### src/hw/rtl/bpu_pkg.sv
// Shared types and constants for the BMP pixel unpacker.
// Used by bpu_front, bpu_queue, bpu_back and bmp_pixel_unpacker.
package bpu_pkg;

	localparam int unsigned MAX_WIDTH    = 4096;
	localparam int unsigned MAX_HEIGHT   = 4096;
	localparam int unsigned PAL_DEPTH    = 256;
	localparam int unsigned QUEUE_DEPTH  = 4;

	localparam logic [31:0] ALPHA_FORCE  = 32'hFF00_0000;
	localparam logic [31:0] KEY_BLACK    = 32'hFF00_0000;
	localparam logic [31:0] KEY_MAGENTA  = 32'hFFFF_00FF;

	// Input op codes
	localparam logic OP_PAL_WRITE = 1'b0;
	localparam logic OP_DATA      = 1'b1;

	// Configuration register indexes
	localparam logic [1:0] REG_BPP    = 2'd0;
	localparam logic [1:0] REG_WIDTH  = 2'd1;
	localparam logic [1:0] REG_HEIGHT = 2'd2;

	// Kind of work handed from front to back
	typedef enum logic [1:0] {
		KIND_WRITE = 2'd0,  // palette write
		KIND_INDEX = 2'd1,  // one or more palette lookups
		KIND_RAW   = 2'd2   // one assembled raw pixel
	} kind_t;

	typedef struct packed {
		logic [5:0]  bits_per_pixel;
		logic [12:0] image_width;
		logic [12:0] image_height;
	} cfg_t;

	typedef struct packed {
		kind_t       kind;
		logic [7:0]  byte_val;   // palette index on writes, packed indices on lookups
		logic [23:0] color;      // palette color on writes, raw pixel on raw
		logic [1:0]  dsel;       // log2 of depth for lookups (0..3 = 1,2,4,8)
		logic [3:0]  npix;       // pixels carried, 1..8
		logic        row_end;    // applies to the last pixel
		logic        image_end;  // applies to the last pixel
	} cmd_t;

	// Force alpha and apply the transparent color key
	function automatic logic [31:0] finish_pixel(input logic [23:0] rgb);
		logic [31:0] p;
		p = ALPHA_FORCE | {8'h00, rgb};
		if (p == KEY_BLACK || p == KEY_MAGENTA) begin
			p = 32'h0;
		end
		return p;
	endfunction

endpackage

### src/hw/rtl/bpu_queue.sv
// Short command queue between front and back of the BMP pixel unpacker.
// Depends on bpu_pkg.
module bpu_queue (
	input  logic              clk,
	input  logic              arst_n,
	input  logic              push,
	input  bpu_pkg::cmd_t     push_cmd,
	input  logic              pop,
	output logic              full,
	output logic              not_empty,
	output bpu_pkg::cmd_t     head
);
	import bpu_pkg::*;

	localparam int unsigned PW = $clog2(QUEUE_DEPTH);

	cmd_t            mem_q [QUEUE_DEPTH];
	logic [PW-1:0]   wr_ptr_q;
	logic [PW-1:0]   rd_ptr_q;
	logic [PW:0]     count_q;

	assign full      = count_q == (PW+1)'(QUEUE_DEPTH);
	assign not_empty = count_q != '0;
	assign head      = mem_q[rd_ptr_q];

	// Store pushed items
	always_ff @(posedge clk) begin
		if (push) begin
			mem_q[wr_ptr_q] <= push_cmd;
		end
	end

	// Advance pointers and fill count
	always_ff @(posedge clk or negedge arst_n) begin
		if (!arst_n) begin
			wr_ptr_q <= '0;
			rd_ptr_q <= '0;
			count_q  <= '0;
		end else begin
			if (push) begin
				wr_ptr_q <= wr_ptr_q + 1'b1;
			end
			if (pop) begin
				rd_ptr_q <= rd_ptr_q + 1'b1;
			end
			if (push && !pop) begin
				count_q <= count_q + 1'b1;
			end else if (pop && !push) begin
				count_q <= count_q - 1'b1;
			end
		end
	end

endmodule

### config.mk
export PLATFORM = sky130hd
export DESIGN_NAME = bpu_queue
export DESIGN_NICKNAME = d
export VERILOG_FILES = /design/src/hw/rtl/bpu_pkg.sv /design/src/hw/rtl/bpu_queue.sv
export SDC_FILE = /design/constraint.sdc
export NUM_CORES = 1
export LEC_CHECK = 0
export ABC_AREA = 1
export BUFFER_PORTS_ARGS = -buffer_cell sky130_fd_sc_hd__buf_2
export CORE_MARGIN = 2
export CORE_UTILIZATION = 62
export CTS_CLUSTER_DIAMETER = 80
export DETAILED_ROUTE_END_ITERATION = 8
export PLACE_DENSITY = 0.94
export REMOVE_ABC_BUFFERS = 1
export SYNTH_ARGS = -nofsm -noshare
export SYNTH_HDL_FRONTEND = slang
export SYNTH_SLANG_ARGS = --single-unit
### constraint.sdc
create_clock -name clk -period 4.25 [get_ports clk]
set_input_delay 0 -clock clk [delete_from_list [all_inputs] [get_ports clk]]
set_output_delay 0 -clock clk [all_outputs]
set_load 0.01 [all_outputs]
==> results.sh <==
export IMPL_drc=0
export IMPL_ys_ff_latch=175
export IMPL_rr_worst_depth=2
export IMPL_pin_count=90
export IMPL_cpMostUsedCell="nand2_1"
export IMPL_p_leak_nw=3.52
export IMPL_antenna_found_initial=1
export IMPL_grt_pass1_wl_mm=22.7
export IMPL_grt_overflow=0
export IMPL_synth_area_leaders="edfxtp_1, o211ai_1, nand2_1, inv_1, dfrtp_1"
export IMPL_p_per_area_nw_per_um2=679
export IMPL_yosysMostFrequentCell="edfxtp_1"
export IMPL_cp_end_kind="output port"
export IMPL_cts_clk_slew_worst_paths_ns=0.07
export IMPL_hold_end="mem_q[2][22]"
export IMPL_insertion_delay_ns=0.41
export IMPL_synth_top_flop_cell="edfxtp_1"
export IMPL_netlist_area_leader_share_pct=71.2
export IMPL_cts_made_buffers=17
export IMPL_dp_cells=743
export IMPL_path_buf_inv=2
export IMPL_cts_repair_resized=0
export IMPL_yosys_warnings=0
export IMPL_hold_start="push_cmd[22]"
export IMPL_critPathKind="flip-flop to output port"
export IMPL_wl_met1_mm=5.50
export IMPL_firstDrtPassIters=5
export IMPL_maxCapViolCount=0
export IMPL_tightestPinTransition_ns=1.20
export IMPL_synth_cells=539
export IMPL_initial_utilization_pct=62.8
export IMPL_fin_skew_ns=0.00554
export IMPL_die_w_um=111
export IMPL_maxSlewViolCount=0
export IMPL_crit_chain="buf_4, nand2_1, o211ai_1, nand2_1, buf_2"
export IMPL_highest_layer="met4"
export IMPL_final_cells=822
export IMPL_cts_root_buf="clkbuf_16"
export IMPL_synth_area_per_cell_um2=13.1
export IMPL_report_final_hold_viol_count=0
export IMPL_wl_met2_mm=7.52
export IMPL_rsz0062_at_grt="false"
export IMPL_io_buffers=89
export IMPL_synth_cell_types=19
export IMPL_wire_per_inst_um=17.2
export IMPL_holdWs_ns=0.328
export IMPL_synth_edff_count=168
export IMPL_fin_crit_sh_pct=62.0
export IMPL_wl_met3_um=857
export IMPL_die_h_um=111
export IMPL_power_mw=5.84
export IMPL_relSlewSlack_pct=20.1
export IMPL_rows=39
export IMPL_die_area_um2=12300
export IMPL_cp_top_family="flip-flops"
export IMPL_critPathSlowestCell="dfrtp_4"
export IMPL_outcome="finished clean"
export IMPL_hold_depth=2
export IMPL_max_stage_delay_ns=1.22
export IMPL_gp_congestion=0.745
export IMPL_grt_max_degree=128
export IMPL_wl_mm=14.2
export IMPL_nets=717
export IMPL_dp_hpwl_mm=7.99
export IMPL_antenna_left=0
export IMPL_cp_start_kind="flip-flop"
export IMPL_area_delta_synth_final_pct=21.3
export IMPL_r2r_start="rd_ptr_q[1]"
export IMPL_arrival_ns=2.64
export IMPL_cts_max_level=4
export IMPL_clk_path_buf_depth=2
export IMPL_r2r_end="rd_ptr_q[1]"
export IMPL_setup_viol=0
export IMPL_synth_common_cells="edfxtp_1, nand2_1, inv_1"
export IMPL_crit_required_ns=4.25
export IMPL_drtIter0Drc=361
export IMPL_cts_tree="yes"
export IMPL_fin_util_pct=76.3
export IMPL_rrSetupSlack_ns=2.16
export IMPL_vdd_drop_max_v=0.000495
export IMPL_syn_area_um2=7080
export IMPL_synth_top_cell_by_area="edfxtp_1"
export IMPL_crit_fanout=127
export IMPL_seq_area_frac_synth_pct=73.7
export IMPL_cts_num_sinks=175
export IMPL_fillCellCount=661
export IMPL_num_vias=4488
export IMPL_drive_above_1_share_pct=19.0
export IMPL_vias_per_cell=5.46
export IMPL_synthArstFlopShare_pct=4.00
export IMPL_fp_coreArea_um2=11300
export IMPL_grt_util_all_layers_pct=24.1
export IMPL_fin_crit_ns=2.64
export IMPL_holdCritPathClass="primary input to flip-flop"
export IMPL_fin_tns_setup_ns=0
export IMPL_fmax_mhz=379
export IMPL_post_cts_setup_buffer_count=0
export IMPL_grt_pass1_vias=4695
## cells in the final DEF, fill, tap and decap left out, drive strengths merged
cell,instances
edfxtp,168
nand2,140
inv,102
buf,90
o211ai,84
dlygate4sd3,46
clkbuf,18
dfrtp,7
ha,5
clkinv,4
xor2,3
bufinv,3
diode,1
nor2,1
nor3,1
xnor2,1
o21ai,1
nand3,1
nand4,1
fa,1
clkinvlp,1
## flip-flops by register name (all words and copies together) (netlist names)
| name | cells |
|---|---|
| rd_ptr_q | 2 |
| mem_q | 168 |
| count_q | 3 |
| wr_ptr_q | 2 |
## cells by family after synthesis
logic type                 count (synthesis)  synth area share, %
buffers and inverters                    125                 7.98
DFF                                      175                 73.7
adders and majority gates                  6                 1.17
and+or+nand+nor                          144                 7.70
AOI/OAI and AO/OA                         85                 8.97
xor gates and xnor gates                   4                0.495
## through the flow
stage	setup slack, ns	cell area (um2)
global route	1.36	8600
floorplan	0.896	6880
finish	1.61	8600
detailed placement	2.09	7520
CTS	1.63	8590
global placement	2.14	7520
## worst reg2reg max path: stages, from the launching register on
cell and delay, ns:
dfrtp_2 0.97, inv_2 0.64, xor2_1 0.33
## worst max path at each step
stage / from / end / slack [ns] / cells after the start
global route: rd_ptr_q[0] / head[37] / 1.36 / 5
CTS: rd_ptr_q[0] / head[37] / 1.63 / 5
floorplan: rd_ptr_q[0] / rd_ptr_q[1] / 0.90 / 2
global placement: rd_ptr_q[1] / head[35] / 2.14 / 4
finish: rd_ptr_q[0] / head[2] / 1.61 / 5
detailed placement: rd_ptr_q[0] / head[2] / 2.09 / 5
## metal layers
metal  vias up  track usage [%]
met4         0             11.3
met1      2167             28.6
met5         -                0
met3        31             5.80
met2       178             41.6
li1       2112                -
## cell type report
type / count / area, um2 / area share (%)
clock buffers: 18 / 439 / 5.11
multi-input cells: 239 / 1300 / 15.1
well taps: 143 / 179 / 2.08
repair buffers: 136 / 913 / 10.6
diodes: 1 / 2.50 / 0.0291
flip-flops and latches: 175 / 5230 / 60.8
inverters: 96 / 360 / 4.19
clock inverters: 14 / 178 / 2.07
## report_power, final
group,internal [mW],switching (mW)
clock network,0.952,0.644
registers,2.27,0.340
logic,0.615,1.02
## what timing repair did
action	4_1_cts	5_1_grt
hold buffers	46	0
hold endpoints to repair	179	0
endpoints found under the setup margin	0	0
Note: power is estimated with default switching activity, not from simulation.
