$ cat src/hw/rtl/bpu_pkg.sv
// Shared types and constants for the BMP pixel unpacker.
// Used by bpu_front, bpu_queue, bpu_back and bmp_pixel_unpacker.
package bpu_pkg;

	localparam int unsigned MAX_WIDTH    = 4096;
	localparam int unsigned MAX_HEIGHT   = 4096;
	localparam int unsigned PAL_DEPTH    = 256;
	localparam int unsigned QUEUE_DEPTH  = 4;

	localparam logic [31:0] ALPHA_FORCE  = 32'hFF00_0000;
	localparam logic [31:0] KEY_BLACK    = 32'hFF00_0000;
	localparam logic [31:0] KEY_MAGENTA  = 32'hFFFF_00FF;

	// Input op codes
	localparam logic OP_PAL_WRITE = 1'b0;
	localparam logic OP_DATA      = 1'b1;

	// Configuration register indexes
	localparam logic [1:0] REG_BPP    = 2'd0;
	localparam logic [1:0] REG_WIDTH  = 2'd1;
	localparam logic [1:0] REG_HEIGHT = 2'd2;

	// Kind of work handed from front to back
	typedef enum logic [1:0] {
		KIND_WRITE = 2'd0,  // palette write
		KIND_INDEX = 2'd1,  // one or more palette lookups
		KIND_RAW   = 2'd2   // one assembled raw pixel
	} kind_t;

	typedef struct packed {
		logic [5:0]  bits_per_pixel;
		logic [12:0] image_width;
		logic [12:0] image_height;
	} cfg_t;

	typedef struct packed {
		kind_t       kind;
		logic [7:0]  byte_val;   // palette index on writes, packed indices on lookups
		logic [23:0] color;      // palette color on writes, raw pixel on raw
		logic [1:0]  dsel;       // log2 of depth for lookups (0..3 = 1,2,4,8)
		logic [3:0]  npix;       // pixels carried, 1..8
		logic        row_end;    // applies to the last pixel
		logic        image_end;  // applies to the last pixel
	} cmd_t;

	// Force alpha and apply the transparent color key
	function automatic logic [31:0] finish_pixel(input logic [23:0] rgb);
		logic [31:0] p;
		p = ALPHA_FORCE | {8'h00, rgb};
		if (p == KEY_BLACK || p == KEY_MAGENTA) begin
			p = 32'h0;
		end
		return p;
	endfunction

endpackage

$ cat src/hw/rtl/bpu_front.sv
// Front end of the BMP pixel unpacker: classifies items, tracks row and
// column position and assembles raw pixels. Depends on bpu_pkg.
module bpu_front (
	input  logic              clk,
	input  logic              arst_n,
	input  bpu_pkg::cfg_t     cfg,
	input  logic              accept,
	input  logic              op,
	input  logic [7:0]        palette_index,
	input  logic [23:0]       palette_color,
	input  logic [7:0]        data_byte,
	output logic              push,
	output bpu_pkg::cmd_t     cmd
);
	import bpu_pkg::*;

	logic [23:0] asm_q;
	logic [1:0]  bip_q;
	logic [12:0] col_q;
	logic [11:0] row_q;
	logic [14:0] rbc_q;

	logic        depth_ok;
	logic        is_sub;
	logic        is_multi;
	logic [1:0]  dsel;
	logic [2:0]  nbytes;
	logic [12:0] w;
	logic [12:0] h;
	logic [17:0] w18;
	logic [17:0] dw;
	logic [17:0] dw_up;
	logic [14:0] stride;
	logic        col_ok;
	logic [12:0] rem;
	logic [3:0]  per;
	logic [3:0]  n;
	logic [12:0] col_after;
	logic [12:0] row_inc;
	logic        row_end;
	logic        image_end;
	logic [23:0] asm_next;
	logic        pix_done;
	logic        emit;
	logic [14:0] rbc_inc;
	logic        data_go;

	// Decode the pixel depth
	always_comb begin
		depth_ok = 1'b1;
		is_sub   = 1'b0;
		is_multi = 1'b0;
		dsel     = 2'd3;
		nbytes   = 3'd1;
		w18      = {5'b0, w};
		dw       = w18;
		unique case (cfg.bits_per_pixel)
			6'd1: begin
				is_sub = 1'b1; dsel = 2'd0; dw = w18;
			end
			6'd2: begin
				is_sub = 1'b1; dsel = 2'd1; dw = w18 << 1;
			end
			6'd4: begin
				is_sub = 1'b1; dsel = 2'd2; dw = w18 << 2;
			end
			6'd8: begin
				dsel = 2'd3; dw = w18 << 3;
			end
			6'd16: begin
				is_multi = 1'b1; nbytes = 3'd2; dw = w18 << 4;
			end
			6'd24: begin
				is_multi = 1'b1; nbytes = 3'd3; dw = (w18 << 4) + (w18 << 3);
			end
			6'd32: begin
				is_multi = 1'b1; nbytes = 3'd4; dw = w18 << 5;
			end
			default: begin
				depth_ok = 1'b0;
			end
		endcase
	end

	// Saturate width and height, derive the padded row stride
	always_comb begin
		if (cfg.image_width == 13'd0) begin
			w = 13'd1;
		end else if (cfg.image_width > 13'(MAX_WIDTH)) begin
			w = 13'(MAX_WIDTH);
		end else begin
			w = cfg.image_width;
		end
		if (cfg.image_height == 13'd0) begin
			h = 13'd1;
		end else if (cfg.image_height > 13'(MAX_HEIGHT)) begin
			h = 13'(MAX_HEIGHT);
		end else begin
			h = cfg.image_height;
		end
		dw_up  = dw + 18'd31;
		stride = {dw_up[17:5], 2'b00};
	end

	// Work out how many pixels this byte yields and the assembled pixel
	always_comb begin
		col_ok = col_q < w;
		rem    = w - col_q;
		per    = 4'd8 >> dsel;
		if (is_sub) begin
			n = (rem >= {9'b0, per}) ? per : rem[3:0];
		end else begin
			n = 4'd1;
		end

		unique case (bip_q)
			2'd0:    asm_next = {16'b0, data_byte};
			2'd1:    asm_next = asm_q | {8'b0, data_byte, 8'b0};
			2'd2:    asm_next = asm_q | {data_byte, 16'b0};
			default: asm_next = asm_q;
		endcase
		pix_done = ({1'b0, bip_q} + 3'd1) >= nbytes;

		emit      = col_ok && (!is_multi || pix_done);
		col_after = col_q + {9'b0, n};
		row_inc   = {1'b0, row_q} + 13'd1;
		row_end   = col_after >= w;
		image_end = row_end && (row_inc >= h);
		rbc_inc   = rbc_q + 15'd1;
		data_go   = accept && (op == OP_DATA) && depth_ok;
	end

	// Build the command for the back end
	always_comb begin
		cmd.kind      = KIND_INDEX;
		cmd.byte_val  = data_byte;
		cmd.color     = asm_next;
		cmd.dsel      = dsel;
		cmd.npix      = n;
		cmd.row_end   = row_end;
		cmd.image_end = image_end;
		push          = 1'b0;
		if (op == OP_PAL_WRITE) begin
			cmd.kind     = KIND_WRITE;
			cmd.byte_val = palette_index;
			cmd.color    = palette_color;
			push         = accept;
		end else begin
			cmd.kind = is_multi ? KIND_RAW : KIND_INDEX;
			push     = data_go && emit;
		end
	end

	// Advance position counters and pixel assembly on each data item
	always_ff @(posedge clk or negedge arst_n) begin
		if (!arst_n) begin
			asm_q <= '0;
			bip_q <= '0;
			col_q <= '0;
			row_q <= '0;
			rbc_q <= '0;
		end else if (data_go) begin
			if (is_multi && col_ok) begin
				asm_q <= asm_next;
			end
			if (rbc_inc >= stride) begin
				// Close the row: clear position, advance or wrap the row count
				rbc_q <= '0;
				col_q <= '0;
				bip_q <= '0;
				row_q <= (row_inc >= h) ? 12'd0 : row_inc[11:0];
			end else begin
				rbc_q <= rbc_inc;
				if (is_multi && col_ok) begin
					bip_q <= pix_done ? 2'd0 : bip_q + 2'd1;
				end
				if (emit) begin
					col_q <= col_after;
				end
			end
		end
	end

endmodule

$ cat config.mk
export PLATFORM = sky130hd
export DESIGN_NAME = bpu_front
export DESIGN_NICKNAME = d
export VERILOG_FILES = /design/src/hw/rtl/bpu_pkg.sv /design/src/hw/rtl/bpu_front.sv
export SDC_FILE = /design/constraint.sdc
export NUM_CORES = 1
export LEC_CHECK = 0
export ABC_AREA = 1
export BUFFER_PORTS_ARGS = -buffer_cell sky130_fd_sc_hd__buf_2
export CAP_MARGIN = 0
export CORE_MARGIN = 2
export CORE_UTILIZATION = 40
export DETAILED_ROUTE_END_ITERATION = 6
export PLACE_DENSITY = 0.6
export SYNTH_ARGS = -nofsm -noshare
export SYNTH_HDL_FRONTEND = slang
export SYNTH_SLANG_ARGS = --single-unit
$ cat constraint.sdc
create_clock -name clk -period 5.95 [get_ports clk]
set_input_delay 0.595 -clock clk [delete_from_list [all_inputs] [get_ports clk]]
set_output_delay 0.595 -clock clk [all_outputs]
set_load 0.02 [all_outputs]
==> results.cfg <==
[layout]
post-route-cell-area_um2 = 10100
antennaDiodeCount = 0
final_core_util_pct = 51.8
area_growth_pct = 27.2
fill_cells = 1956
layout-drive-gt1-share_pct = 23.7
seqCellArea_um2 = 1650
nNetsFinal = 1608
multi_input_area_um2 = 5560
stdcell_count = 1721

[detailed_routing]
drc = 0
vias = 8712
firstDrtPassIters = 5
viasPerCell = 5.06
drt-total-wl_um = 24600
drt_iter0_drc = 456
wl_per_cell_um = 14.3
antenna_left = 0

[worst_setup_path]
cp_slowest_cell = fa_1
cp_top_family = simple AND/OR/NAND/NOR gates
crit_fanout = 3
worstSetupPathType = in -> out
cp-end-kind = output pin
cp-start-kind = input pin
critPathBufInv = 4
max_stage_delay_ns = 0.50
cp.required_ns = 5.36
arrival_ns = 6.01

[timing]
rsz0062_at_grt = yes
setup_viol = 2
relSlewSlack_pct = 40.2
period_minus_slack_ns = 6.60
setup_slack_ns = -0.653
clock.fmax_ghz = 0.151
clock_skew_ns = 0.00792
fin_crit_sh_pct = 111
setup_tns_ns = -1.29
hold_viol_final = 0
tightest_slew_ns = 0.897
slew_viol_final = 0
hold_slack_ns = 0.448

[yosys]
yosysWarnings = 0
synthTopCellsByCount = 308 x nand2_1, 185 x inv_1, 110 x nor2_1, 96 x o21ai_0, 85 x nand3_1
netlist_top_cells_area = dfrtp_1 21%, nand2_1 15%, ha_1 12%
yosysTopAreaCell = dfrtp_1
syn_inst = 1240
synth_area_um2 = 7930
synth_edf_count = 0
synthArstFlopShare_pct = 100
synth_nets = 1397
yosysMostFrequentCell = nand2_1
netlist.area_leader.share_pct = 20.8
seq_area_frac_synth_pct = 20.8
netlist-cell-type-count = 51
yosys_register_bits = 66
avgSynthCellArea_um2 = 6.40
synthFlopType = dfrtp_1

[global_route]
grt_pass1_vias = 7881
antenna_found_initial = 0
track_usage_pct = 23.7
grt_max_degree = 67
gr-total-overflow = 0
grt_pass1_wl_um = 39200

[clock_tree]
clock_latency_ns = 0.34
numCtsBuffers = 9
hold_buffers = 0
h-tree-depth = 3
cts.sinks = 66
cts_root_buffer = clkbuf_16
cts_tree = built
clockBufferDepth = 2
clk_pin_slew_ns = 0.05

[pwr]
leakagePower_nw = 5.39
p_comb_share_pct = 63.5
p_switching_mw = 1.58
pwr-share-seq_pct = 20.2
power_density_nw_per_um2 = 333
internal_power_mw = 1.78
fin_total_pwr_mw = 3.36
pwr-share-clk_pct = 16.2
vdd_drop_max_mv = 0.158
p_sw_share_pct = 46.9

[placement]
dp_hpwl_um = 19500
place_area_um2 = 9490
place_ws_ns = -0.870
numPortBuffers = 118
gp_congestion = 0.943
dpl.cell_count = 1696

[floorplanning]
pin_count = 119
start_util_pct = 40.8
num_rows = 51
die_area_um2 = 21000
core_area_um2 = 19500
fp.dieH_um = 145
die_w_um = 145

[run_status]
violations = setup timing
status = finished, violations left

[min_path]
hold_class = in -> async

[flow_run]
max_cap_violations = 0
==> final timing paths <==
path | from | end | slack (ns) | depth (start not counted)
worst max-delay path | cfg[15] | cmd[1] | -0.65 | 36
worst min-delay path | arst_n | asm_q[1]$_DFFE_PN0P_ | 0.45 | 2
worst max register to register | col_q[0]$_DFFE_PN0P_ | col_q[12]$_DFFE_PN0P_ | 1.16 | 29
worst min register to register | asm_q[23]$_DFFE_PN0P_ | asm_q[23]$_DFFE_PN0P_ | 0.49 | 2
max in group asynchronous | arst_n | col_q[8]$_DFFE_PN0P_ | 4.91 | 2
min in group clk | asm_q[23]$_DFFE_PN0P_ | asm_q[23]$_DFFE_PN0P_ | 0.49 | 2
==> cell type report <==
type / instances / share of cell area (%)
Clock buffer: 10 / 2.37
Clock inverter: 6 / 0.657
Inverter: 192 / 7.15
Multi-Input combinational cell: 950 / 55.1
Sequential cell: 66 / 16.4
Tap cell: 265 / 3.29
Timing Repair Buffer: 232 / 15.1
==> registers in the layout (all words and copies together), names as in the netlist <==
signal  cells
asm_q      24
bip_q       2
col_q      13
rbc_q      15
row_q      12
==> kinds of logic after synthesis <==
| kind of cell | after synthesis | synth area share, % |
|---|---|---|
| adders and majority gates | 81 | 13.1 |
| buffers and inverters | 224 | 11.6 |
| AOI/OAI and AO/OA | 233 | 16.4 |
| and+or+nand+nor | 602 | 34.4 |
| xor gates and xnor gates | 34 | 3.75 |
| DFF | 66 | 20.8 |
==> power groups by stage <==
stage          clock network (mW)  logic [mW]  registers (mW)
2_1_floorplan                   0        1.36           0.657
6_report                    0.546        2.13           0.681
3_3_place_gp                    0        1.99           0.680
3_5_place_dp                    0        2.02           0.682
4_1_cts                     0.555        2.09           0.679
5_1_grt                     0.575        2.41           0.698
==> per-layer routing <==
metal,vias to the layer above,global-route usage [%],routed length (um)
li1,4498,-,-
met1,3896,32.3,11700
met2,286,39.1,10900
met3,32,3.13,1440
met4,0,7.00,533
met5,-,0,0
==> layout by cell type, fill, tap and decap left out, drive strengths merged, types with 3 or more instances in the layout <==
cell type  count
o211ai         3
dfrtp         66
clkinvlp       3
clkbuf        10
xor2          33
ha            78
nand3b         6
a21oi         45
nor2         121
o21ai        138
a211oi         4
nand2        326
nand4         33
nor4           6
buf          232
o31ai          4
clkinv         3
fa             3
o22ai         28
nand3         90
nor3          14
inv          191
==> timing repair <==
action                                  in CTS  in global routing
endpoints found under the hold margin        0                  0
setup buffers                                5                  4
pin swaps                                   16                  6
endpoints found under the setup margin       2                  2
resized for setup                           22                 37
No activity file was read; power rests on OpenSTA's default activity.
